--- src/hdl/i2c_bit_level_master_unit_macros.svh ---
// Assertion macros shared by the I2C bit-level master RTL.
`ifndef I2C_BIT_LEVEL_MASTER_UNIT_MACROS_SVH
`define I2C_BIT_LEVEL_MASTER_UNIT_MACROS_SVH

// I2CBL_ASSERT checks a property on clk and skips cycles while rst_n is low.
// I2CBL_ASSERT_NR checks a property on clk at every edge, reset included.
`ifndef ASSERT_OFF
`define I2CBL_ASSERT(lbl, prop) \
  lbl: assert property (@(posedge clk) disable iff (!rst_n) (prop)) \
    else $error("i2c bit-level master: assertion failed");
`define I2CBL_ASSERT_NR(lbl, prop) \
  lbl: assert property (@(posedge clk) (prop)) \
    else $error("i2c bit-level master: reset assertion failed");
`else
`define I2CBL_ASSERT(lbl, prop)
`define I2CBL_ASSERT_NR(lbl, prop)
`endif

`endif

--- src/hdl/i2cbl_pkg.sv ---
// Types, state codes and constants of the I2C bit-level master.
package i2cbl_pkg;

  localparam int unsigned BYTE_BITS = 8;
  localparam logic [3:0] BITC_FULL = 4'(BYTE_BITS);
  localparam logic [7:0] ACK_TIMEOUT_RST = 8'd250;

  localparam logic [2:0] MODE_TICK      = 3'd0;
  localparam logic [2:0] MODE_START     = 3'd1;
  localparam logic [2:0] MODE_STOP      = 3'd2;
  localparam logic [2:0] MODE_WRITE     = 3'd3;
  localparam logic [2:0] MODE_READ_ACK  = 3'd4;
  localparam logic [2:0] MODE_READ_NACK = 3'd5;

  typedef enum logic [18:0] {
    ST_IDLE = 19'h00001,
    ST_S_A  = 19'h00002,
    ST_S_B  = 19'h00004,
    ST_S_C  = 19'h00008,
    ST_S_D  = 19'h00010,
    ST_P_A  = 19'h00020,
    ST_P_B  = 19'h00040,
    ST_P_C  = 19'h00080,
    ST_W_A  = 19'h00100,
    ST_W_B  = 19'h00200,
    ST_W_C  = 19'h00400,
    ST_K_A  = 19'h00800,
    ST_K_B  = 19'h01000,
    ST_POLL = 19'h02000,
    ST_R_A  = 19'h04000,
    ST_R_B  = 19'h08000,
    ST_A_A  = 19'h10000,
    ST_A_B  = 19'h20000,
    ST_FIN  = 19'h40000
  } step_t;

  typedef struct packed {
    logic scl;
    logic sda;
    logic drv;
  } line_t;

  typedef struct packed {
    step_t      step;
    logic [7:0] timer;
    line_t      line;
  } seq_t;

  typedef struct packed {
    logic [2:0] mode;
    logic [7:0] write_data;
    logic       sda_level;
  } in_item_t;

  typedef struct packed {
    logic       scl_out;
    logic       sda_out;
    logic       sda_drive;
    logic       busy_res;
    logic       done_res;
    logic [7:0] read_data;
    logic       nack;
  } out_item_t;

endpackage

--- src/hdl/i2cbl_seq.sv ---
// Line sequencer of the I2C bit-level master: state registers and one-tick step logic.
`include "i2c_bit_level_master_unit_macros.svh"

module i2cbl_seq (
  input  logic                 clk,
  input  logic                 rst_n,
  input  logic                 fire,
  input  i2cbl_pkg::in_item_t  item,
  input  logic [7:0]           ack_timeout,
  output i2cbl_pkg::out_item_t res
);
  import i2cbl_pkg::*;

  step_t      step_r,  step_nxt;
  logic [7:0] timer_r, timer_nxt;
  logic [3:0] bitc_r,  bitc_nxt;
  logic [7:0] shift_r, shift_nxt;
  logic       ackr_r,  ackr_nxt;
  line_t      line_r,  line_nxt;
  logic       nack_r,  nack_nxt;
  logic [7:0] rbyte_r, rbyte_nxt;

  // Levels and delay set on entry to a segment.
  function automatic seq_t enter_st(input step_t s, input line_t ln, input logic msb,
                                    input logic ackr);
    seq_t r;
    r.step  = s;
    r.timer = 8'd0;
    r.line  = ln;
    case (s)
      ST_S_A: begin r.line.drv = 1'b1; r.line.sda = 1'b1; r.timer = 8'd1; end
      ST_S_B: begin r.line.scl = 1'b1; r.timer = 8'd5; end
      ST_S_C: begin r.line.sda = 1'b0; r.timer = 8'd6; end
      ST_S_D: begin r.line.scl = 1'b0; r.timer = 8'd2; end
      ST_P_A: begin
        r.line.drv = 1'b1; r.line.scl = 1'b0; r.line.sda = 1'b0; r.timer = 8'd4;
      end
      ST_P_B: begin r.line.scl = 1'b1; r.timer = 8'd6; end
      ST_P_C: begin r.line.sda = 1'b1; r.timer = 8'd6; end
      ST_W_A: begin
        r.line.drv = 1'b1; r.line.scl = 1'b0; r.line.sda = msb; r.timer = 8'd2;
      end
      ST_W_B: begin r.line.scl = 1'b1; r.timer = 8'd2; end
      ST_W_C: begin r.line.scl = 1'b0; r.timer = 8'd2; end
      ST_K_A: begin r.line.drv = 1'b0; r.line.sda = 1'b1; r.timer = 8'd2; end
      ST_K_B: begin r.line.scl = 1'b1; r.timer = 8'd2; end
      ST_R_A: begin r.line.drv = 1'b0; r.line.scl = 1'b0; r.timer = 8'd2; end
      ST_R_B: begin r.line.scl = 1'b1; r.timer = 8'd1; end
      ST_A_A: begin
        r.line.scl = 1'b0; r.line.drv = 1'b1; r.line.sda = ~ackr; r.timer = 8'd2;
      end
      ST_A_B: begin r.line.scl = 1'b1; r.timer = 8'd5; end
      default: r.timer = 8'd0;
    endcase
    return r;
  endfunction

  always_comb begin : step_logic
    step_t      stp;
    logic [7:0] tmr;
    logic [3:0] bc;
    logic [7:0] sh;
    logic       ak;
    line_t      ln;
    logic       nk;
    logic [7:0] rb;
    line_t      oln;
    logic       busy;
    logic       done;
    logic       go;
    step_t      tgt;
    seq_t       e;

    stp  = step_r;
    tmr  = timer_r;
    bc   = bitc_r;
    sh   = shift_r;
    ak   = ackr_r;
    ln   = line_r;
    nk   = nack_r;
    rb   = rbyte_r;
    busy = 1'b0;
    done = 1'b0;
    go   = 1'b0;
    tgt  = ST_IDLE;

    // A command is taken only while idle; its first segment shows this tick.
    if (stp == ST_IDLE) begin
      bc = 4'd0;
      go = 1'b1;
      case (item.mode)
        MODE_START: tgt = ST_S_A;
        MODE_STOP:  tgt = ST_P_A;
        MODE_WRITE: begin
          sh  = item.write_data;
          nk  = 1'b0;
          tgt = ST_W_A;
        end
        MODE_READ_ACK: begin
          sh  = 8'd0;
          ak  = 1'b1;
          tgt = ST_R_A;
        end
        MODE_READ_NACK: begin
          sh  = 8'd0;
          ak  = 1'b0;
          tgt = ST_R_A;
        end
        default: go = 1'b0;
      endcase
      if (go) begin
        e   = enter_st(tgt, ln, sh[7], ak);
        stp = e.step;
        tmr = e.timer;
        ln  = e.line;
      end
    end

    oln = ln;
    go  = 1'b0;
    tgt = ST_IDLE;

    if (stp == ST_FIN) begin
      done = 1'b1;
      stp  = ST_IDLE;
    end else if (stp == ST_POLL) begin
      busy = 1'b1;
      if (!item.sda_level) begin
        ln.scl = 1'b0;
        stp    = ST_FIN;
        tmr    = 8'd0;
      end else if (tmr >= ack_timeout) begin
        nk  = 1'b1;
        go  = 1'b1;
        tgt = ST_P_A;
      end else begin
        tmr = tmr + 8'd1;
      end
    end else if (stp != ST_IDLE) begin
      busy = 1'b1;
      // Read bits are sampled on the tick SCL goes high.
      if (stp == ST_R_B && tmr == 8'd1) begin
        sh = {sh[6:0], item.sda_level};
        bc = bc + 4'd1;
        if (bc >= BITC_FULL) begin
          rb = sh;
        end
      end
      if (tmr <= 8'd1) begin
        go = 1'b1;
        case (stp)
          ST_S_A: tgt = ST_S_B;
          ST_S_B: tgt = ST_S_C;
          ST_S_C: tgt = ST_S_D;
          ST_P_A: tgt = ST_P_B;
          ST_P_B: tgt = ST_P_C;
          ST_W_A: tgt = ST_W_B;
          ST_W_B: tgt = ST_W_C;
          ST_K_A: tgt = ST_K_B;
          ST_K_B: tgt = ST_POLL;
          ST_R_A: tgt = ST_R_B;
          ST_A_A: tgt = ST_A_B;
          ST_W_C: begin
            sh  = {sh[6:0], 1'b0};
            bc  = bc + 4'd1;
            tgt = (bc >= BITC_FULL) ? ST_K_A : ST_W_A;
          end
          ST_R_B: tgt = (bc >= BITC_FULL) ? ST_A_A : ST_R_A;
          ST_S_D, ST_P_C: begin
            go  = 1'b0;
            stp = ST_FIN;
            tmr = 8'd0;
          end
          ST_A_B: begin
            go     = 1'b0;
            ln.scl = 1'b0;
            stp    = ST_FIN;
            tmr    = 8'd0;
          end
          default: begin
            go  = 1'b0;
            stp = ST_IDLE;
            tmr = 8'd0;
          end
        endcase
      end else begin
        tmr = tmr - 8'd1;
      end
    end

    if (go) begin
      e   = enter_st(tgt, ln, sh[7], ak);
      stp = e.step;
      tmr = e.timer;
      ln  = e.line;
    end

    step_nxt  = stp;
    timer_nxt = tmr;
    bitc_nxt  = bc;
    shift_nxt = sh;
    ackr_nxt  = ak;
    line_nxt  = ln;
    nack_nxt  = nk;
    rbyte_nxt = rb;

    res.scl_out   = oln.scl;
    res.sda_out   = oln.sda;
    res.sda_drive = oln.drv;
    res.busy_res  = busy;
    res.done_res  = done;
    res.read_data = rb;
    res.nack      = nk;
  end

  always_ff @(posedge clk) begin
    if (!rst_n) begin
      step_r  <= ST_IDLE;
      timer_r <= 8'd0;
      bitc_r  <= 4'd0;
      shift_r <= 8'd0;
      ackr_r  <= 1'b0;
      line_r  <= '{scl: 1'b1, sda: 1'b1, drv: 1'b1};
      nack_r  <= 1'b0;
      rbyte_r <= 8'd0;
    end else if (fire) begin
      step_r  <= step_nxt;
      timer_r <= timer_nxt;
      bitc_r  <= bitc_nxt;
      shift_r <= shift_nxt;
      ackr_r  <= ackr_nxt;
      line_r  <= line_nxt;
      nack_r  <= nack_nxt;
      rbyte_r <= rbyte_nxt;
    end
  end

  `I2CBL_ASSERT(a_busy_done_excl, !(res.busy_res && res.done_res))
  `I2CBL_ASSERT(a_poll_lines, (fire && step_r == ST_POLL) |-> (res.scl_out && !res.sda_drive))
  `I2CBL_ASSERT(a_done_to_idle, (fire && res.done_res) |=> (step_r == ST_IDLE))

endmodule

--- src/hdl/i2c_bit_level_master_unit.sv ---
// Top level of the I2C bit-level master: config register, item pipeline and sequencer.
//
// Tick-driven I2C master line sequencer. Every input item is one timing tick
// (nominally one microsecond) and produces exactly one result item that gives
// the SCL level, the SDA level and whether SDA is driven, together with busy
// and done flags, the last byte read and the nack flag. A command in the item
// (start, stop, write a byte and wait for the acknowledge, read a byte and send
// ACK or NACK) is taken only on a tick at which the sequencer is idle; on the
// done tick and while busy the command is ignored. The block sustains one item
// per clock cycle while the result side is not stalling: an accepted item is
// registered in the input register, stepped through the combinational sequencer
// and registered in the result register, from which its result is offered.
// That rate is set by the sequencer's registered state update, which every tick
// depends on. When the result register is full and stalled, the input register
// still takes one more item. The acknowledge timeout (cfg_wr_data, reset 250)
// may only be written while no item is in flight; the acknowledge wait gives
// up after SDA is seen high on timeout plus one polling ticks, runs a full stop
// sequence and raises nack.
`include "i2c_bit_level_master_unit_macros.svh"

module i2c_bit_level_master_unit (
  input  logic                 clk,
  input  logic                 rst_n,
  input  logic                 in_valid,
  output logic                 in_stall,
  input  i2cbl_pkg::in_item_t  in_item,
  output logic                 out_valid,
  input  logic                 out_stall,
  output i2cbl_pkg::out_item_t out_item,
  input  logic                 cfg_wr_en,
  input  logic [7:0]           cfg_wr_data
);
  import i2cbl_pkg::*;

  logic [7:0] ack_timeout_r;
  logic       in_valid_r;
  in_item_t   in_item_r;
  logic       out_valid_r;
  out_item_t  out_item_r;
  out_item_t  step_res;
  logic       out_free;
  logic       move;
  logic       in_take;

  // The result register can take a new item when it is empty or being drained.
  assign out_free = !out_valid_r || !out_stall;
  // The item in the input register is stepped through the sequencer on move.
  assign move     = in_valid_r && out_free;
  assign in_stall = in_valid_r && !out_free;
  assign in_take  = in_valid && !in_stall;

  always_ff @(posedge clk) begin
    if (!rst_n) begin
      ack_timeout_r <= ACK_TIMEOUT_RST;
    end else if (cfg_wr_en) begin
      ack_timeout_r <= cfg_wr_data;
    end
  end

  // Input register.
  always_ff @(posedge clk) begin
    if (!rst_n) begin
      in_valid_r <= 1'b0;
    end else if (in_take) begin
      in_valid_r <= 1'b1;
    end else if (move) begin
      in_valid_r <= 1'b0;
    end
  end

  always_ff @(posedge clk) begin
    if (in_take) begin
      in_item_r <= in_item;
    end
  end

  i2cbl_seq u_seq (
    .clk         (clk),
    .rst_n       (rst_n),
    .fire        (move),
    .item        (in_item_r),
    .ack_timeout (ack_timeout_r),
    .res         (step_res)
  );

  // Result register.
  always_ff @(posedge clk) begin
    if (!rst_n) begin
      out_valid_r <= 1'b0;
    end else if (move) begin
      out_valid_r <= 1'b1;
    end else if (!out_stall) begin
      out_valid_r <= 1'b0;
    end
  end

  always_ff @(posedge clk) begin
    if (move) begin
      out_item_r <= step_res;
    end
  end

  assign out_valid = out_valid_r;
  assign out_item  = out_item_r;

  `I2CBL_ASSERT(a_move_loads_result, move |=> out_valid_r)
  `I2CBL_ASSERT(a_stall_needs_item, in_stall |-> (in_valid_r && out_valid_r))
  `I2CBL_ASSERT_NR(a_reset_empty, !$past(rst_n) |-> (!out_valid_r && !in_valid_r))

endmodule
--- config.mk ---
export PLATFORM = sky130hd
export DESIGN_NAME = i2c_bit_level_master_unit
export DESIGN_NICKNAME = d
export VERILOG_FILES = /design/src/hdl/i2cbl_pkg.sv /design/src/hdl/i2cbl_seq.sv /design/src/hdl/i2c_bit_level_master_unit.sv
export VERILOG_INCLUDE_DIRS = /design/src /design/src/hdl
export SDC_FILE = /design/constraint.sdc
export NUM_CORES = 1
export LEC_CHECK = 0
export BUFFER_PORTS_ARGS = -buffer_cell sky130_fd_sc_hd__buf_4
export CELL_PAD_IN_SITES_DETAIL_PLACEMENT = 0
export CELL_PAD_IN_SITES_GLOBAL_PLACEMENT = 1
export CORE_AREA = 3 3 117 119
export CTS_BUF_LIST = sky130_fd_sc_hd__clkbuf_16
export CTS_CLUSTER_SIZE = 20
export DETAILED_ROUTE_END_ITERATION = 10
export DIE_AREA = 0 0 120 122
export PLACE_DENSITY_LB_ADDON = 0.1
export SLEW_MARGIN = 25
export SYNTH_ARGS = -nofsm -noshare
export SYNTH_HDL_FRONTEND = slang
export SYNTH_HIERARCHICAL = 1
export SYNTH_SLANG_ARGS = --single-unit
--- constraint.sdc ---
create_clock -name clk -period 5.84 [get_ports clk]
set_clock_uncertainty 0.1 [all_clocks]
set_input_delay 0.584 -clock clk [delete_from_list [all_inputs] [get_ports clk]]
set_output_delay 0.584 -clock clk [all_outputs]
set_load 0.02 [all_outputs]
==> reports/results.txt, run 1 <==
The run finished with clean final reports. The run gives 0 as the number of cells upsized or downsized after cts. The actual transition at the worst max-transition pin was 0.9826 ns. The post-detailed-route wirelength per cell was 22.41 um; the count of pins over their slew limit was 0. The run gives 3 as the H-tree depth. The number of antenna diodes in the final layout is 0. The number of buffers added by the clock tree synthesis step was 9; the total negative slack was 0 ns. For the global placer's final weighted congestion, the log shows 0.9978. Setup repair after global routing left no endpoint under its margin.

Along the worst path, the maximum fanout reaches 14. Core area: 12670 um2. The tools report the total iterations of the first detailed-routing run as 6.

Yosys mapped a number of flops with a built-in enable equal to 26. For this run, asynchronously set or reset flops after synthesis account for 0%. The worst setup path is launched from a register. Ranked by total cell area, the synthesized netlist is headed by dfxtp_1 (21%), edfxtp_1 (13%), nor2_1 (5.0%). The number of sinks driven by the clock tree is 87.

The proportion of layout cells with a drive suffix above 1 is 12.94%. The min-delay analysis places its worst path in the category input port to register. STA puts the critical path data required time at 6.01 ns.

The starting density of the core was 46.17%; the area fraction of the dominant cell type after synthesis was 20.87%. For this run, the register share of the synthesized area comes to 34.22%. The first global-routing pass estimated 31720 um of wire. The clock passes through at most 2 buffers. In this run, the number of DRC markers left after iteration 0 of detailed routing was 863. After detailed routing, the number of vias per cell comes to 6.554.

The via count of the first global-routing pass was 5618. Across every metal layer, demand over resource in global routing totals 28.10%. The worst hold path stage count is 1, and the number of unique standard cell types used by synthesis is 70. Measured in cells, the most critical reg-to-reg path has a length of 12. The completed layout was analyzed and its total power is 1.668 mW.

Based on the critical path, the design can be clocked at up to 209.0 MHz. Prevailing post-synth register cell: dfxtp_1. After synthesis the cells add up to 5851 um2. The sum of net half-perimeters after detailed placement was 15430 um. For the relative slew slack, the log shows 34.05%. The post-layout net count is 797, and the area occupied by multi-input gates is 3558 um2. The sequential cells in the finished layout cover a total of 2002 um2. Final hold analysis gives a worst-case slack of 0.3151 ns. The area enclosed by the die boundary is 14640 um2. Cell accounting for the most synthesized area: dfxtp_1. Setup violations remaining at the end of the flow were counted as 0.

After layout, the minimum clock period comes to 4.785 ns. During I/O placement, the number of pins put on the boundary was 41. TritonCTS built the clock tree. Summing all placed instances gives a cell area of 6310 um2. The capture point of the worst reg-to-reg path was u_seq/line_r[1]. The routed layout has 6141 vias.

The number of nets with antenna violations after detailed routing is 0, and the number of buffers inserted by hold repair at cts is 0. Clock-pin slew was measured on the worst setup and hold paths at 0.07 ns. The layout has 1276 filler cells.

The startpoint identified for the worst register-to-register timing path is u_seq/step_r[16]. Flip-flop and latch count after synthesis: 87. Once the clock tree was built, the setup fixing pass inserted 0 buffers.

The floorplan has 41 rows. For this design the static power due to leakage is 2.590 nW. The most critical setup path has its endpoint at u_seq/line_r[1]. The floorplan step set the die height to 122 um. Summed over all layers, the routed wires come to 21000 um.

The initial antenna violation count came out at 0. STA puts the critical path data arrival time at 4.95 ns. STA classifies the critical path endpoint as a register.

The run gives 6586 um2 as the area of all placed cells without fillers. Post-route fraction of the period consumed by the critical path: 81.94%. The maximum VDD drop was 127.6 uV; the max-cap check violation count was 0. Summed over all layers, the global routing overflow is 0. CTS placed an instance of clkbuf_16 at the clock tree root.

The logs give 57 for the pin count of the biggest net entering global routing and 0.35 ns for the clock insertion delay at the later pin of the skew report. The post-synthesis net count is 772, and the total power divided by cell area is 253.2 nW/um2. The run gives 0 as the number of remaining DRC errors. Compared with the post-synthesis result, the final layout area differs by 12.57%. The mean instance size in the synthesized netlist was 7.960 um2. The worst reg-to-reg setup slack was 1.05 ns. The most critical setup path has its startpoint at u_seq/step_r[16].

The final cell count without fillers is 937. The Yosys step of the flow raised 6 warnings. Input and output buffers added on the ports amount to 40.

For the number of hold violations in the final report, the log shows 0. Synthesis produced a netlist whose cell count is 735. The start-to-end type of the worst setup path was register to register.

Once placement completed, the tool counted placed cells totaling 921. From left edge to right edge, the die measures 120 um.
-- logic make-up (layout without fill, tap and decap cells) --
group                    Yosys count  after routing  share of synthesized area (%)
multiplexers                      35             35                          6.223
AND/OR/NAND/NOR                  326            326                          28.89
buffers and inverters             72            102                          5.197
XOR/XNOR                           5              5                         0.7485
adder cells (fa/ha/maj)           12             12                          2.566
flip-flops                        87             87                          34.22
AO/OA/AOI/OAI                    198            198                          22.16
-- Yosys cell counts (4+ instances only) --
master / number
nor2_1: 78
a22o_1: 12
edfxtp_1: 26
nand4b_1: 4
and3_1: 9
a211o_1: 4
nor4_1: 15
o211ai_1: 4
inv_1: 27
or3_1: 11
nor3_1: 36
dfxtp_1: 61
or2_2: 4
xnor2_1: 5
a21oi_1: 48
mux2i_1: 24
a31oi_1: 11
nand3_1: 27
o31ai_1: 10
o22ai_1: 5
nor4b_1: 7
nand2_1: 76
buf_2: 6
nand2b_1: 6
nand4_1: 12
or4_1: 6
o21ai_0: 44
ha_1: 12
o221ai_1: 5
clkbuf_1: 29
a22oi_1: 12
mux2_2: 11
nor3b_1: 5
and2_1: 4
a211oi_1: 13
nor2b_1: 8
-- how the worst min path moves through the flow --
stage	start	end	slack (ns)
6_report	in_item[4]	in_item_r[4]	0.32
5_1_grt	in_item[3]	in_item_r[3]	0.30
4_1_cts	in_item[4]	in_item_r[4]	0.30
3_5_place_dp	ack_timeout_r[5]	ack_timeout_r[5]	0.37
3_3_place_gp	u_seq/rbyte_r[0]	u_seq/rbyte_r[0]	0.35
2_1_floorplan	ack_timeout_r[1]	ack_timeout_r[1]	0.34
-- layout by cell type (no fill, tap or decap), types with 7 or more instances in the layout --
cell       netlist  layout
a211oi_1        13      13
nor4_1          15      15
ha_1            12      12
nand4_1         12      12
inv_1           27      28
nor2_1          78      78
a22o_1          12      12
mux2_2          11      11
dfxtp_1         61      61
o21ai_0         44      44
nand3_1         27      27
or3_1           11      11
edfxtp_1        26      26
buf_4            3      57
a21oi_1         48      48
and3_1           9       9
mux2i_1         24      24
a31oi_1         11      11
clkbuf_16        0       9
nor3_1          36      36
a22oi_1         12      12
nor4b_1          7       7
nor2b_1          8       7
nand2_1         76      76
o31ai_1         10      10
-- layout make-up --
class                   count  share of cell area (%)
clock buffers               9                   3.419
clock inverters             7                  0.7409
inverters                  29                   1.653
multi-input cells         576                   54.03
flip-flops and latches     87                   30.40
well taps                 172                   3.267
repair buffers             57                   6.497
-- flip-flops by register name, indices dropped and copies added, names as in the netlist --
name / count
u_seq/nack_r: 1
u_seq/bitc_r: 4
u_seq/rbyte_r: 8
out_item: 14
out_valid: 1
u_seq/ackr_r: 1
in_item_r: 12
ack_timeout_r: 8
in_valid_r: 1
u_seq/shift_r: 7
u_seq/line_r: 3
u_seq/timer_r: 8
u_seq/step_r: 19
-- where the power goes --
part / leakage [nW] / total (mW) / switching [mW] / internal [mW]
Clock: 0.131 / 0.543 / 0.255 / 0.289
Combinational: 1.71 / 0.452 / 0.299 / 0.152
Sequential: 0.747 / 0.673 / 0.0251 / 0.648
Total: 2.59 / 1.67 / 0.579 / 1.09
-- metrics by stage --
stage / utilization [%] / setup slack [ns]
4_1_cts: 51.96 / 1.159
6_report: 51.98 / 1.055
3_5_place_dp: 49.80 / 1.181
3_3_place_gp: 49.80 / 1.392
5_1_grt: 51.98 / 0.7524
2_1_floorplan: - / 1.807
-- critical path, stage by stage (launching register included) --
cell,delay [ns]
dfxtp_1,0.39
or3_1,0.55
nor4_4,0.53
nand3_1,0.27
a22oi_1,0.41
ha_1,0.28
nor2_1,0.06
or3_1,0.38
or3_1,0.59
nor4_1,0.51
nand3_1,0.21
and4b_1,0.27
o221ai_1,0.15
-- layer usage --
metal,up-vias,wire [um],global-route usage (%)
li1,2800,-,-
met2,406,9173,42.89
met1,2876,8941,39.00
met5,-,0,0
met3,59,2228,5.107
met4,0,656,12.10
Power figures use the tool's default switching activity.
==> run 2: changes to the inputs <==
==> constraint.sdc (replaced) <==
create_clock -name clk -period 4.5 [get_ports clk]
set_clock_uncertainty 0.1 [all_clocks]
set_input_delay 0.45 -clock clk [delete_from_list [all_inputs] [get_ports clk]]
set_output_delay 0.45 -clock clk [all_outputs]
set_load 0.02 [all_outputs]
==> run 2 against run 1 <==
Against the previous run:
- cell count increased by 5.1%
- total power increased by 42%
- non-clock buffer count increased by 48
- wire length increased by 3.0%
- first-iteration DRC count increased by 1.3%
- critical path type unchanged
- via count increased by 2.0%
- sequential power increased by 29%
- largest power group unchanged
- sequential cell count unchanged
- die area unchanged
- highest routed layer unchanged
==> reports/results.txt, run 2 (synthesized netlist as in run 1, its figures left out) <==
The library cell used most frequently in the layout, excluding fill and tap cells, is buf_4. Achievable clock frequency: 233.5 MHz (+12%). STA classifies the critical path endpoint as a register. The number of nets with antenna violations after detailed routing was 0 (unchanged); the max-cap check violation count was 0 (unchanged).

Setup repair after global routing left no endpoint under its margin. The sum of net half-perimeters after detailed placement is 16420 um (+6.4%), and the floorplan row count is 41 (unchanged). The number of sinks driven by the clock tree was 87 (unchanged); the port buffer count was 40 (unchanged). The logs give 2047 um (-8.1%) for the met3 routed wirelength and 0 (unchanged) for the number of setup violations in the final report. The via count of the first global-routing pass was 5862 (+4.3%). The total global routing track utilization was 29.47% (+1.4 points). The area enclosed by the die boundary is 14640 um2 (unchanged), and the total iterations of the first detailed-routing run is 5 (-1). For the part of the total power dissipated in the clock network, the log shows 35.5% (+2.9 points). The maximum root-to-sink buffer count is 2 (unchanged), and the share of total power in sequential cells is 36.7% (-3.6 points). Number of hold violations in the final report: 0 (unchanged). The final cell count without fillers was 985 (+5.1%). Total number of vias: 6263 (+2.0%). CTS placed an instance of clkbuf_16 at the clock tree root.

The DRC marker count from the first detailed-route iteration is 874 (+1.3%). The logs give 46.17% (unchanged) for the starting density of the core and 0 (unchanged) for the count of pins over their slew limit. The synthesis-to-layout area growth came out at 20.42%.

Maximum VDD drop: 253.9 uV (+99%). The routed metal-1 wirelength was 9362 um (+4.7%). The core area was 12670 um2 (unchanged); the global-route wire length before repair was 33150 um (+4.5%).

The tools report the post-layout net count as 845 (+6.0%). The number of vias per cell after detailed routing came out at 6.358 (-3.0%). The clock slew seen by the registers of the worst setup and hold paths was 0.07 ns (about the same). TritonCTS built the clock tree.

The final wirelength is 21630 um (+3.0%), and the number of buffers added by the clock tree synthesis step is 9 (unchanged). Leakage power: 2.872 nW (+11%). The start-to-end type of the worst setup path was register to register.

The logs give 0 (unchanged) for the count of inserted antenna diode cells and 1.587 mW (+46%) for the internal power. Relative slew slack: 44.20% (+10 points). The post-detailed-route wirelength per cell is 21.96 um (-2.0%), and the number of ports placed on the die boundary is 41 (unchanged). The proportion of layout cells with a drive suffix above 1 was 19.07% (+6.1 points); the net load switching power was 0.7841 mW (+35%). The run gives 0 (unchanged) as the number of remaining DRC errors. The post-route fraction of the period consumed by the critical path was 95.19% (+13 points).

The highest metal layer with signal wires is met4. The tools report the number of buffers added for setup after CTS as 0 (unchanged). The global placer's final weighted congestion is 1.014 (+1.6%).

Leaving out fill and tap cells, the most frequent cells in the layout are buf_4 (105), nor2_1 (78), nand2_1 (76). The tools report the kind of start point of the critical path as a register. The number of flip-flops under the largest register name is 19 (unchanged). The horizontal die dimension is 120 um (unchanged). The actual transition at the worst max-transition pin was 0.8314 ns (-0.1513 ns). The tools report the pin count of the biggest net entering global routing as 56 (-1.8%). The H-tree depth was 3 (unchanged); the relative contribution of combinational cells to total power was 27.9% (+0.8 points). For the data arrival time of the critical path, the log shows 4.41 ns (-0.54 ns). The switching power as a share of total power works out to 33.06% (-1.7 points). Largest fanout on the critical path: 7 (-7). The global route total overflow is 0 (unchanged), and the clock insertion delay at the later pin of the skew report is 0.35 ns (about the same).

The sum of met2 wire segment lengths after detailed routing is 9677 um (+5.5%). Ranked by flip-flop count, first place goes to u_seq/step_r. For the count of placed standard cells including taps, the log shows 969 (+5.2%). The required time of the worst setup path was 4.63 ns (-1.38 ns); the initial antenna violation count was 0 (unchanged).

The path class of the tightest hold or removal check is input port to register. Total power divided by cell area: 336.6 nW/um2 (+33%). The die outline height is 122 um (unchanged). The total negative slack came out at 0 ns (unchanged). The final period demand of the worst path was 4.284 ns (-0.5018 ns).

The flow ran to the end, and the final reports show no timing, DRC or antenna violations.
[run 2: cell type report]
cell class,instances,area [um2]
Clock buffer,9,225.2
Clock inverter,7,103.9
Fill cell,1214,5625
Inverter,29,108.9
Multi-Input combinational cell,576,3602
Sequential cell,87,2002
Tap cell,172,215.2
Timing Repair Buffer,105,788.3
[run 2: final timing paths]
| path | startpoint | endpoint | slack [ns] | cells after the start |
|---|---|---|---|---|
| hold reg to reg | ack_timeout_r[1] | ack_timeout_r[1] | 0.38 | 2 |
| hold / removal | in_item[5] | in_item_r[5] | 0.18 | 1 |
| setup reg to reg | u_seq/step_r[0] | u_seq/timer_r[7] | 0.22 | 15 |
| setup / recovery | u_seq/step_r[0] | u_seq/timer_r[7] | 0.22 | 15 |
[run 2: metal layers]
| metal | GRT usage [%] | vias up |
|---|---|---|
| li1 | - | 2909 |
| met1 | 40.17 | 2965 |
| met2 | 46.29 | 347 |
| met3 | 6.639 | 42 |
| met4 | 9.950 | 0 |
| met5 | 0 | - |
[run 2: through the flow]
stage / power (mW) / worst slack [ns] / hold WS [ns] / cell area [um2] / util [%]
finish: 2.371 / 0.2165 / 0.1767 / 7046 / 55.60
global route: 2.463 / 0.02743 / 0.1609 / 7046 / 55.60
CTS: 2.352 / 0.06430 / 0.1652 / 7005 / 55.29
detailed placement: 1.518 / 0.08574 / 0.3555 / 6676 / 52.69
global placement: 1.519 / 0.2645 / 0.3491 / 6676 / 52.69
floorplan: 1.266 / 0.4669 / 0.3410 / 5851 / -
[run 2: repair_timing]
action,CTS,global route
gates resized for setup,0,8
hold buffers,0,0
endpoints found under the setup margin,0,12
endpoints found under the hold margin,0,0
[run 2: power groups by stage]
stage	Clock (mW)	Sequential [mW]	Combinational, mW
global placement	0	0.885	0.634
CTS	0.849	0.868	0.635
finish	0.841	0.870	0.661
detailed placement	0	0.886	0.632
floorplan	0	0.881	0.385
global route	0.883	0.873	0.707
[run 2: worst max-delay path, cell delays in order, from the launching register on]
cell and delay (ns):
dfxtp_1 0.44, or4b_4 0.55, nor4_4 0.27, nand3_2 0.24, and2_2 0.34, ha_1 0.31
a2111o_1 0.41, a21oi_1 0.15, a21oi_1 0.08, o31ai_1 0.08, buf_4 0.18, nand4_1 0.20
o41ai_1 0.39, a21oi_1 0.11, o221ai_1 0.20, o21ai_0 0.11
==> run 3: changes to the inputs <==
--- a/config.mk
+++ b/config.mk
@@ -15,6 +15,7 @@
 export DETAILED_ROUTE_END_ITERATION = 10
 export DIE_AREA = 0 0 120 122
 export PLACE_DENSITY_LB_ADDON = 0.1
+export REMOVE_ABC_BUFFERS = 1
 export SLEW_MARGIN = 25
 export SYNTH_ARGS = -nofsm -noshare
 export SYNTH_HDL_FRONTEND = slang
==> run 3 against run 2 <==
Against the previous run:
- sequential share of layout area increased by 0.51 points
- cell count decreased by 0.61%
- non-clock buffer count fell by 6
- critical endpoint unchanged
- critical path type unchanged
- fmax is 0.11% higher
- cell area decreased by 1.8%
- sequential cell count stayed put
- first-iteration DRC count down 11%
- via count grew 0.49%
- clock-buffer cell count did not move
- highest routed layer unchanged
- total power is 4.3% lower
- register-to-register slack about the same
- die area unchanged
==> reports/results.txt, run 3 (synthesized netlist as in run 1, its figures left out) <==
Setup repair after global routing left no endpoint under its margin. The tools report the floorplan row count as 41 (unchanged). The global-route track usage on met2 was 47.00% (+0.70 points); the proportion of layout cells with a drive suffix above 1 was 17.97% (-1.1 points). The number of hold violations in the final report was 0 (unchanged).

The post-detailed-route wirelength per cell was 21.79 um (-0.75%). The worst hold path stage count is 1 (unchanged), and the max-cap check violation count is 0 (unchanged). The top cell types in the final layout, fill and taps aside, are buf_4 (99), nor2_1 (77), nand2_1 (76).

The pin count of the biggest net entering global routing was 38 (-32%); the utilization after layout was 54.62% (-0.99 points). The leakage power was 2.808 nW (-2.2%). u_seq/step_r holds more flip-flops than any other register.

The critical-path cell with the highest stage delay was or4b_4. Logic depth of the worst register-to-register path: 16 (+1). The worst reg-to-reg setup slack is 0.22 ns (about the same), and the number of buffers added by the clock tree synthesis step is 9 (unchanged). The logs give 233.7 MHz (+0.11%) for the achievable clock frequency and 782 (-11%) for the DRC marker count from the first detailed-route iteration. The post-layout net count was 839 (-0.71%); the register area was 2002 um2 (unchanged). Grouping stages by cell kind, the critical path spends the most delay in compound AO/OA/AOI/OAI gates. Clock slew seen by the registers of the worst setup and hold paths: 0.07 ns (about the same). The post-place instance area was 6618 um2 (-0.88%); the die outline height was 122 um (unchanged). The core area came out at 12670 um2 (unchanged). TritonCTS built the clock tree. The number of ports placed on the die boundary was 41 (unchanged); the starting density of the core was 46.17% (unchanged). The layer flagged by global routing as most heavily used is met2. The tools report the via count of the first global-routing pass as 5851 (-0.19%). Number of flip-flops under the largest register name: 19 (unchanged).

The worst hold path begins at in_item[9]. Total number of vias: 6294 (+0.49%). The global route total overflow was 0 (unchanged). The number of sinks driven by the clock tree came out at 87 (unchanged). The run gives 0 (unchanged) as the count of inserted antenna diode cells. Total power divided by cell area: 328.0 nW/um2 (-2.6%). The global placer's final weighted congestion is 1.033 (+1.8%). Most common cell after layout, fill and taps aside: buf_4. The port buffer count works out to 40 (unchanged). Most prevalent standard cell on the critical path: a21oi_1. The logs give 0 (unchanged) for the number of setup violations in the final report and 2 (unchanged) for the maximum root-to-sink buffer count. The final wirelength came out at 21340 um (-1.4%).

The number of remaining DRC errors is 0 (unchanged). Launch point of the worst path: u_seq/step_r[14]. The number of buffers inserted by hold repair at cts was 0 (unchanged). The met1 track demand over resource in global routing was 39.40% (-0.77 points); the synthesis-to-layout area growth was 18.28%. The sum of net half-perimeters after detailed placement was 16230 um (-1.2%). The start-to-end type of the worst setup path was register to register. The relative slew slack was 34.28% (-9.9 points); the data arrival time of the critical path was 4.41 ns (about the same).

The signal on the critical path passes through or4b_4 -> nor4_2 -> nand3_1 -> buf_4 -> and2_1 -> ha_1 -> a2111o_1 -> a21oi_1 -> a21oi_1 -> o31ai_1 -> buf_4 -> nand4_1 -> o41ai_1 -> a21oi_1 -> o221ai_1 -> o21ai_0. The actual transition at the worst max-transition pin works out to 0.9768 ns (+0.1455 ns). The worst register-to-register path begins at u_seq/step_r[14]. The required time of the worst setup path came out at 4.63 ns (about the same).

The combined buffer and inverter count along the critical path came out at 2 (+1). For hold timing, the worst endpoint is in_item_r[9]. The maximum VDD drop was 216.7 uV (-15%); the clock insertion delay at the later pin of the skew report was 0.35 ns (about the same). The flow ran to the end, and the final reports show no timing, DRC or antenna violations.

For the total global routing track utilization, the log shows 29.26% (-0.21 points). STA classifies the critical path endpoint as a register. The final period demand of the worst path works out to 4.279 ns (-0.004798 ns).

The count of pins over their slew limit came out at 0 (unchanged). The cell sitting at the root of the clock tree is a clkbuf_16. The area enclosed by the die boundary is 14640 um2 (unchanged).

Number of fill cells: 1249 (+2.9%). For the area occupied by multi-input gates, the log shows 3572 um2 (-0.83%). The total power of the final layout was 2.270 mW (-4.3%); the horizontal die dimension was 120 um (unchanged). The capture point of the worst reg-to-reg path is u_seq/timer_r[7]. The post-route fraction of the period consumed by the critical path is 95.08% (-0.11 points).

The number of nets with antenna violations after detailed routing was 0 (unchanged); the area of all placed cells without fillers was 6920 um2 (-1.8%). The met3 usage came out at 5.432% (-1.2 points). The initial antenna violation count came out at 0 (unchanged).

The peak per-stage delay on the critical path came out at 0.60 ns (+0.05 ns). The total negative slack is 0 ns (unchanged), and the largest fanout on the critical path is 8 (+1). The kind of start point of the critical path was a register.

The number of vias per cell after detailed routing came out at 6.429 (+1.1%). The worst hold path belongs to the class input port to register. The logs give 3 (unchanged) for the H-tree depth and 33100 um (-0.14%) for the global-route wire length before repair. The total iterations of the first detailed-routing run came out at 5 (unchanged).
## run 3: changes by cell type in the layout (fill, tap and decap cells not counted), sizes merged
| cell | previous run | this run |
|---|---|---|
| bufinv | 2 | 0 |
| buf | 105 | 99 |
| clkinv | 5 | 4 |
| inv | 29 | 32 |
## run 3: power by group
| group | leakage [nW] | switching (mW) | internal, mW |
|---|---|---|---|
| sequential | 0.747 | 0.0286 | 0.840 |
| combinational | 1.92 | 0.410 | 0.257 |
| clock | 0.141 | 0.351 | 0.382 |
| total | 2.81 | 0.790 | 1.48 |
## run 3: what timing repair did
action	CTS	global route
gates resized for setup	0	4
buffers inserted	0	1
setup endpoints to repair	0	11
## run 3: routing by layer
layer	vias up	share of wire (%)
li1	2891	-
met1	2973	42
met2	368	45
met3	62	9.3
met4	0	3.7
met5	-	0
## run 3: cell type report
class / count / area share [%]
multi-input combinational: 576 / 51.62
sequential: 87 / 28.93
timing repair buffer: 99 / 10.74
clock buffer: 9 / 3.254
tap: 172 / 3.110
inverter: 29 / 1.573
clock inverter: 7 / 0.7774
## run 3: worst reg2reg max path, cell delays in order, from the launching register on
cell and delay, ns:
dfxtp_1 0.39, or4b_4 0.61, nor4_2 0.29, nand3_1 0.12, buf_4 0.17, and2_1 0.24, ha_1 0.33, a2111o_1 0.42
a21oi_1 0.14, a21oi_1 0.07, o31ai_1 0.08, buf_4 0.18, nand4_1 0.23, o41ai_1 0.42, a21oi_1 0.12, o221ai_1 0.17
o21ai_0 0.09
## run 3: how the worst max path moves through the flow
stage | end | slack (ns) | cells after the start
CTS | u_seq/timer_r[7] | 0.1 | 15
global placement | u_seq/timer_r[7] | 0.25 | 15
global route | u_seq/timer_r[7] | 0.01 | 16
finish | u_seq/timer_r[7] | 0.22 | 16
detailed placement | u_seq/timer_r[7] | 0.12 | 15
floorplan | u_seq/line_r[2] | -1.82 | 4
## run 3: metrics by stage
step / cells / hold WS (ns) / worst slack [ns]
3_5_place_dp: 962 / 0.3660 / 0.1162
2_1_floorplan: 692 / 0.3402 / -1.819
5_1_grt: 979 / 0.1567 / 0.01405
6_report: 979 / 0.1699 / 0.2212
4_1_cts: 978 / 0.1583 / 0.09738
3_3_place_gp: 962 / 0.3539 / 0.2500
